$ cat src/rtl/core/vna_pkg.sv
// Shared types and constants for the vertex normal accumulator.
// Depends on nothing; every other file of the block but vna_ram refers to it by scoped names.
`default_nettype none

package vna_pkg;

    // Fixed field widths of the channel words.
    localparam int IDX_W   = 12;
    localparam int COORD_W = 16;
    localparam int NORM_W  = 35;
    localparam int COUNT_W = 8;
    localparam int OP_W    = 2;

    // Face counts stop at this value.
    localparam logic [COUNT_W-1:0] COUNT_MAX = 8'd255;

    // Index reduction: three conditional subtractions per cycle, and how many such rounds are run.
    localparam int RED_STEPS = 3;
    localparam int RED_CYC   = 4;

    // Divider: quotient bits resolved per cycle, and divisor width (count plus one).
    localparam int DIV_STEPS = 2;
    localparam int DEN_W     = COUNT_W + 1;

    typedef enum logic [OP_W-1:0] {
        OP_LOAD = 2'd0,
        OP_FACE = 2'd1,
        OP_READ = 2'd2,
        OP_NONE = 2'd3
    } t_op;

    typedef enum logic [4:0] {
        S_CLEAR,
        S_IDLE,
        S_REDUCE,
        S_LOAD,
        S_RD_ISSUE,
        S_RD_CAP,
        S_F_RA,
        S_F_RB,
        S_F_RC,
        S_F_RW,
        S_F_DIFF,
        S_F_MUL,
        S_C_RD,
        S_C_CAP,
        S_C_GO,
        S_C_DIV,
        S_C_WR,
        S_EMIT_F,
        S_EMIT_R
    } t_state;

    // Commands from the controller to the datapath.
    typedef struct packed {
        logic       in_take;
        logic       red_step;
        logic [1:0] red_cyc;
        logic       clr_wr;
        logic       pos_wr;
        logic [1:0] rd_sel;
        logic       cap_vtx;
        logic [1:0] cap_sel;
        logic       diff;
        logic       mul_en;
        logic [1:0] mul_k;
        logic       sub_en;
        logic [1:0] sub_k;
        logic       cap_n;
        logic       div_start;
        logic       nrm_wr;
        logic [1:0] wr_sel;
        logic       out_face;
        logic       out_read;
    } t_cmd;

    // Status from the datapath to the controller.
    typedef struct packed {
        logic clr_last;
        logic div_done;
        logic out_free;
        t_op  op;
    } t_sts;

endpackage

`default_nettype wire

$ cat src/rtl/core/vna_ctrl.sv
// Controller state machine: sequences clearing, loads, reads and face updates.
// Depends on vna_pkg.
`default_nettype none

module vna_ctrl (
    input  wire logic            i_clk,
    input  wire logic            i_rst_n,
    input  wire logic            i_in_valid,
    output logic                 o_in_ready,
    input  wire vna_pkg::t_sts   i_sts,
    output vna_pkg::t_cmd        o_cmd
);

    vna_pkg::t_state r_state, n_state;
    logic [1:0]      r_step, n_step;
    logic [1:0]      r_corner, n_corner;

    // State and counters.
    always_ff @(posedge i_clk) begin
        if (!i_rst_n) begin
            r_state  <= vna_pkg::S_CLEAR;
            r_step   <= '0;
            r_corner <= '0;
        end else begin
            r_state  <= n_state;
            r_step   <= n_step;
            r_corner <= n_corner;
        end
    end

    // Next state.
    always_comb begin
        n_state  = r_state;
        n_step   = '0;
        n_corner = r_corner;
        unique case (r_state)
            vna_pkg::S_CLEAR: begin
                if (i_sts.clr_last) n_state = vna_pkg::S_IDLE;
            end
            vna_pkg::S_IDLE: begin
                n_corner = '0;
                if (i_in_valid) n_state = vna_pkg::S_REDUCE;
            end
            vna_pkg::S_REDUCE: begin
                n_step = r_step + 2'd1;
                if (r_step == 2'(vna_pkg::RED_CYC - 1)) begin
                    unique case (i_sts.op)
                        vna_pkg::OP_LOAD: n_state = vna_pkg::S_LOAD;
                        vna_pkg::OP_FACE: n_state = vna_pkg::S_F_RA;
                        vna_pkg::OP_READ: n_state = vna_pkg::S_RD_ISSUE;
                        vna_pkg::OP_NONE: n_state = vna_pkg::S_IDLE;
                    endcase
                end
            end
            vna_pkg::S_LOAD:     n_state = vna_pkg::S_IDLE;
            vna_pkg::S_RD_ISSUE: n_state = vna_pkg::S_RD_CAP;
            vna_pkg::S_RD_CAP:   n_state = vna_pkg::S_EMIT_R;
            vna_pkg::S_F_RA:     n_state = vna_pkg::S_F_RB;
            vna_pkg::S_F_RB:     n_state = vna_pkg::S_F_RC;
            vna_pkg::S_F_RC:     n_state = vna_pkg::S_F_RW;
            vna_pkg::S_F_RW:     n_state = vna_pkg::S_F_DIFF;
            vna_pkg::S_F_DIFF:   n_state = vna_pkg::S_F_MUL;
            vna_pkg::S_F_MUL: begin
                n_step = r_step + 2'd1;
                if (r_step == 2'd3) n_state = vna_pkg::S_C_RD;
            end
            vna_pkg::S_C_RD:  n_state = vna_pkg::S_C_CAP;
            vna_pkg::S_C_CAP: n_state = vna_pkg::S_C_GO;
            vna_pkg::S_C_GO:  n_state = vna_pkg::S_C_DIV;
            vna_pkg::S_C_DIV: begin
                if (i_sts.div_done) n_state = vna_pkg::S_C_WR;
            end
            vna_pkg::S_C_WR: begin
                if (r_corner == 2'd2) begin
                    n_state  = vna_pkg::S_EMIT_F;
                    n_corner = '0;
                end else begin
                    n_state  = vna_pkg::S_C_RD;
                    n_corner = r_corner + 2'd1;
                end
            end
            vna_pkg::S_EMIT_F, vna_pkg::S_EMIT_R: begin
                if (i_sts.out_free) n_state = vna_pkg::S_IDLE;
            end
            default: n_state = vna_pkg::S_IDLE;
        endcase
    end

    // Commands to the datapath.
    always_comb begin
        o_cmd      = '0;
        o_in_ready = 1'b0;
        unique case (r_state)
            vna_pkg::S_CLEAR: o_cmd.clr_wr = 1'b1;
            vna_pkg::S_IDLE: begin
                o_in_ready    = 1'b1;
                o_cmd.in_take = i_in_valid;
            end
            vna_pkg::S_REDUCE: begin
                o_cmd.red_step = 1'b1;
                o_cmd.red_cyc  = r_step;
            end
            vna_pkg::S_LOAD:     o_cmd.pos_wr = 1'b1;
            vna_pkg::S_RD_ISSUE: o_cmd.rd_sel = 2'd0;
            vna_pkg::S_RD_CAP:   o_cmd.cap_n  = 1'b1;
            vna_pkg::S_F_RA:     o_cmd.rd_sel = 2'd0;
            vna_pkg::S_F_RB: begin
                o_cmd.rd_sel  = 2'd1;
                o_cmd.cap_vtx = 1'b1;
                o_cmd.cap_sel = 2'd0;
            end
            vna_pkg::S_F_RC: begin
                o_cmd.rd_sel  = 2'd2;
                o_cmd.cap_vtx = 1'b1;
                o_cmd.cap_sel = 2'd1;
            end
            vna_pkg::S_F_RW: begin
                o_cmd.cap_vtx = 1'b1;
                o_cmd.cap_sel = 2'd2;
            end
            vna_pkg::S_F_DIFF: o_cmd.diff = 1'b1;
            vna_pkg::S_F_MUL: begin
                o_cmd.mul_en = (r_step != 2'd3);
                o_cmd.mul_k  = r_step;
                o_cmd.sub_en = (r_step != 2'd0);
                o_cmd.sub_k  = r_step - 2'd1;
            end
            vna_pkg::S_C_RD:  o_cmd.rd_sel = r_corner;
            vna_pkg::S_C_CAP: o_cmd.cap_n  = 1'b1;
            vna_pkg::S_C_GO: begin
                o_cmd.div_start = 1'b1;
                o_cmd.wr_sel    = r_corner;
            end
            vna_pkg::S_C_DIV: o_cmd.wr_sel = r_corner;
            vna_pkg::S_C_WR: begin
                o_cmd.nrm_wr = 1'b1;
                o_cmd.wr_sel = r_corner;
            end
            vna_pkg::S_EMIT_F: o_cmd.out_face = i_sts.out_free;
            vna_pkg::S_EMIT_R: o_cmd.out_read = i_sts.out_free;
            default: o_cmd = '0;
        endcase
    end

`ifndef SYNTHESIS
    // Only three corners exist.
    a_corner: assert property (@(posedge i_clk) disable iff (!i_rst_n)
        r_corner != 2'd3)
        else $error("corner counter out of range");

    // A result word is only loaded when the output register can take it.
    a_out_free: assert property (@(posedge i_clk) disable iff (!i_rst_n)
        (o_cmd.out_face || o_cmd.out_read) |-> i_sts.out_free)
        else $error("result loaded over a waiting word");
`endif

endmodule

`default_nettype wire

$ cat config.mk
export PLATFORM = sky130hd
export DESIGN_NAME = vna_ctrl
export DESIGN_NICKNAME = d
export VERILOG_FILES = /design/src/rtl/core/vna_pkg.sv /design/src/rtl/core/vna_ctrl.sv
export SDC_FILE = /design/constraint.sdc
export NUM_CORES = 1
export LEC_CHECK = 0
export BUFFER_PORTS_ARGS = -buffer_cell sky130_fd_sc_hd__buf_2
export CAP_MARGIN = 10
export CORE_UTILIZATION = 45
export CTS_BUF_LIST = sky130_fd_sc_hd__clkbuf_8
export CTS_CLUSTER_DIAMETER = 150
export DETAILED_ROUTE_END_ITERATION = 7
export PLACE_DENSITY = 0.73
export SLEW_MARGIN = 20
export SYNTH_ARGS = -nofsm -noshare
export SYNTH_HDL_FRONTEND = slang
export SYNTH_SLANG_ARGS = --single-unit
$ cat constraint.sdc
create_clock -name i_clk -period 2.25 [get_ports i_clk]
set_input_delay 0.225 -clock i_clk [delete_from_list [all_inputs] [get_ports i_clk]]
set_output_delay 0.225 -clock i_clk [all_outputs]
set_load 0.005 [all_outputs]
==> reports/qor.txt <==
number of global-route vias before repair - 907
CTS resizes - 0
status - finished, final reports clean
post-DP HPWL - 1989 µm
DR vias/cell - 5.484
hold_sp - i_rst_n
Flop pwr share - 0.239
Switch Pwr - 473.2 µW
final setup TNS - 0 ps
Worst-Skew Late Latency - 230 ps
Tightest Hold Check Type - input port to flip-flop
Setup Buffers After CTS - 0
CTS Hold Bufs - 0
Final Instance Area - 0.001199 mm²
CP peak stage delay - 580 ps
RSZ-0062 raised after global routing - no
# clock sinks - 9
CTS Buf Count - 3
yosys warns - 0
share of layout cells above drive strength 1 - 0.3333
Setup violations, final - 0
top_reg_cell synth - dfxtp_1
FF-to-FF Start - r_state[3]
Critical Path RT - 2030 ps
first-pass GRT wire length - 4236 µm
non-filler cells in the finished layout - 192
critical path's top delay family - simple AND/OR/NAND/NOR gates
routed wire length - 2593 µm
placed cells - 188
number of iterations in the first detailed-routing pass - 4
final count of pins violating max slew - 0
Post-synth EDFFs - 0
number of remaining DRC errors - 0
CTS clk-pin slew, worst paths - 50 ps
fmax - 473.2 MHz
detailed-route via count - 1053
grt ovf - 0
fraction of registers with async set/reset - 0
post-synth cell types - 46
clock share of power - 0.179
synthesis-to-finish area growth - 17.69%
Clock Path Buffers - 2
min Tclk post-route - 2113 ps
Syn Area/Cell - 7.658 µm²
startpoint class of the critical path - flip-flop
internal power - 591.9 µW
DP Area - 0.001154 mm²
largest net degree at the start of global routing - 15
Mapped Area - 0.001018 mm²
max cap viols - 0
sequential share of the synthesized area - 0.1769
die span in y - 49.58 µm
CP max stage cell - dfxtp_1
part of the power in combinational logic - 0.582
Sw Share - 0.4443
remaining antenna violation count - 0
Root Driver - clkbuf_8
Yosys reg bits - 9
CP bufs+invs - 1
initial antenna violation count - 0
Worst Path Class, Setup - flip-flop to output port
total power - 1.065 mW
1st-iter DRT viols - 21
most frequent cells in the layout - buf_2, nor2_1, nand2_1, a21oi_1, dfxtp_1
wire length per cell - 13.51 µm
count of mapped cells out of synthesis - 133
crit path launch - r_state[3]
gr usage total - 0.2211
Max transition margin - 0.6641
Tcrit/Tclk final - 0.9393
CTS H-tree lvls - 1
leakage - 0.5616 nW
CP arrival - 1890 ps
Post-Syn Nets - 145
Final Hold Vio Count - 0
die width - 49.58 µm
worst-path cell chain - or3b_2 > or2_1 > nor2_1 > buf_2
commonest non-fill, non-tap cell in the layout - buf_2
pwr/cell area - 888.6 mW/mm²
nets - 178
core area - 0.002042 mm²
CTS tree - yes
Slew @ Worst Pin - 503.9 ps
Max VDD drop - 0.5071 mV
Core Rows - 16
Worst Skew - 1.798 ps
Boundary Pins - 34
critical-path maximum fanout - 14
gpl congestion - 0.8796
DIE AREA - 0.002458 mm²
Crit. End Element - output port
number of buffer cells added on primary ports - 33
initial core utilization - 0.4988
n_diodes - 0
## cell usage after synthesis (2+ instances only)
library cell	instances	share of area
nor2_1	22	0.081
a21oi_1	9	0.044
dfxtp_1	9	0.18
nand2_1	9	0.033
inv_1	7	0.026
nor3_1	6	0.029
buf_6	5	0.055
and2_1	4	0.025
ha_1	4	0.049
nand3_1	3	0.015
o21ai_0	3	0.015
or3_1	3	0.018
or3b_2	3	0.026
a2111oi_4	2	0.054
a31oi_1	2	0.012
and3_2	2	0.015
buf_4	2	0.015
clkbuf_8	2	0.027
nand2b_1	2	0.012
nand3b_1	2	0.015
nand4b_1	2	0.017
nor2b_1	2	0.012
nor3b_1	2	0.015
o22ai_1	2	0.012
or2b_1	2	0.015
or3b_1	2	0.017
## worst reg2reg max path, stage by stage (launching register included)
cell       delay [ps]
dfxtp_1           580
or3_1             370
a2111oi_4         110
a2111oi_4         410
o31ai_1           160
a32o_1            280
## cell families after synthesis
family,after synthesis,share of synthesized area
fa+ha+maj,4,0.04914
buf+inv,19,0.1400
xor+xnor,2,0.02458
compound gates,26,0.2039
simple gates,72,0.3943
flops,9,0.1769
mux,1,0.01106
## power groups by stage
stage	combinational, mW	sequential [mW]	clock, mW
2_1_floorplan	0.552	0.201	0
3_3_place_gp	0.602	0.251	0
3_5_place_dp	0.610	0.253	0
4_1_cts	0.613	0.251	0.195
5_1_grt	0.673	0.260	0.199
6_report	0.620	0.254	0.191
## path summary, 6_finish.rpt
kind / end / slack, ps / cells after the start
max: o_cmd[9] / 140 / 4
max reg2reg: r_state[1] / 230 / 5
min: r_corner[0] / 320 / 2
min reg2reg: r_corner[1] / 530 / 2
## metal layers
metal / GRT usage / wire length [µm] / part of all wire
met1: 0.3246 / 1203 / 0.46
met2: 0.3423 / 1218 / 0.47
met3: 0.01852 / 158 / 0.061
met4: 0.05714 / 13 / 0.0050
met5: 0 / 0 / 0
## final cells by class
| type | count | area, µm² |
|---|---|---|
| Sequential cell | 9 | 180.2 |
| Tap cell | 27 | 33.78 |
| Multi-Input combinational cell | 105 | 695.7 |
| Fill cell | 219 | 843.3 |
| Clock buffer | 3 | 41.29 |
| Inverter | 7 | 26.28 |
| Clock inverter | 1 | 3.754 |
| Timing Repair Buffer | 40 | 217.7 |
## state kept, by name, summed over array words and instances (netlist names)
name / cells
r_step: 2
r_state: 5
r_corner: 2
## stage by stage
stage          hold WS [ps]  setup WS, ps  utilization
5_1_grt               331.9         35.32       0.5870
3_5_place_dp          523.5         268.1       0.5650
2_1_floorplan         455.4         551.5            -
4_1_cts               311.1         141.5       0.5870
3_3_place_gp          502.5         353.9       0.5650
6_report              319.3         136.7       0.5870
Note: power is estimated with default switching activity, not from simulation.
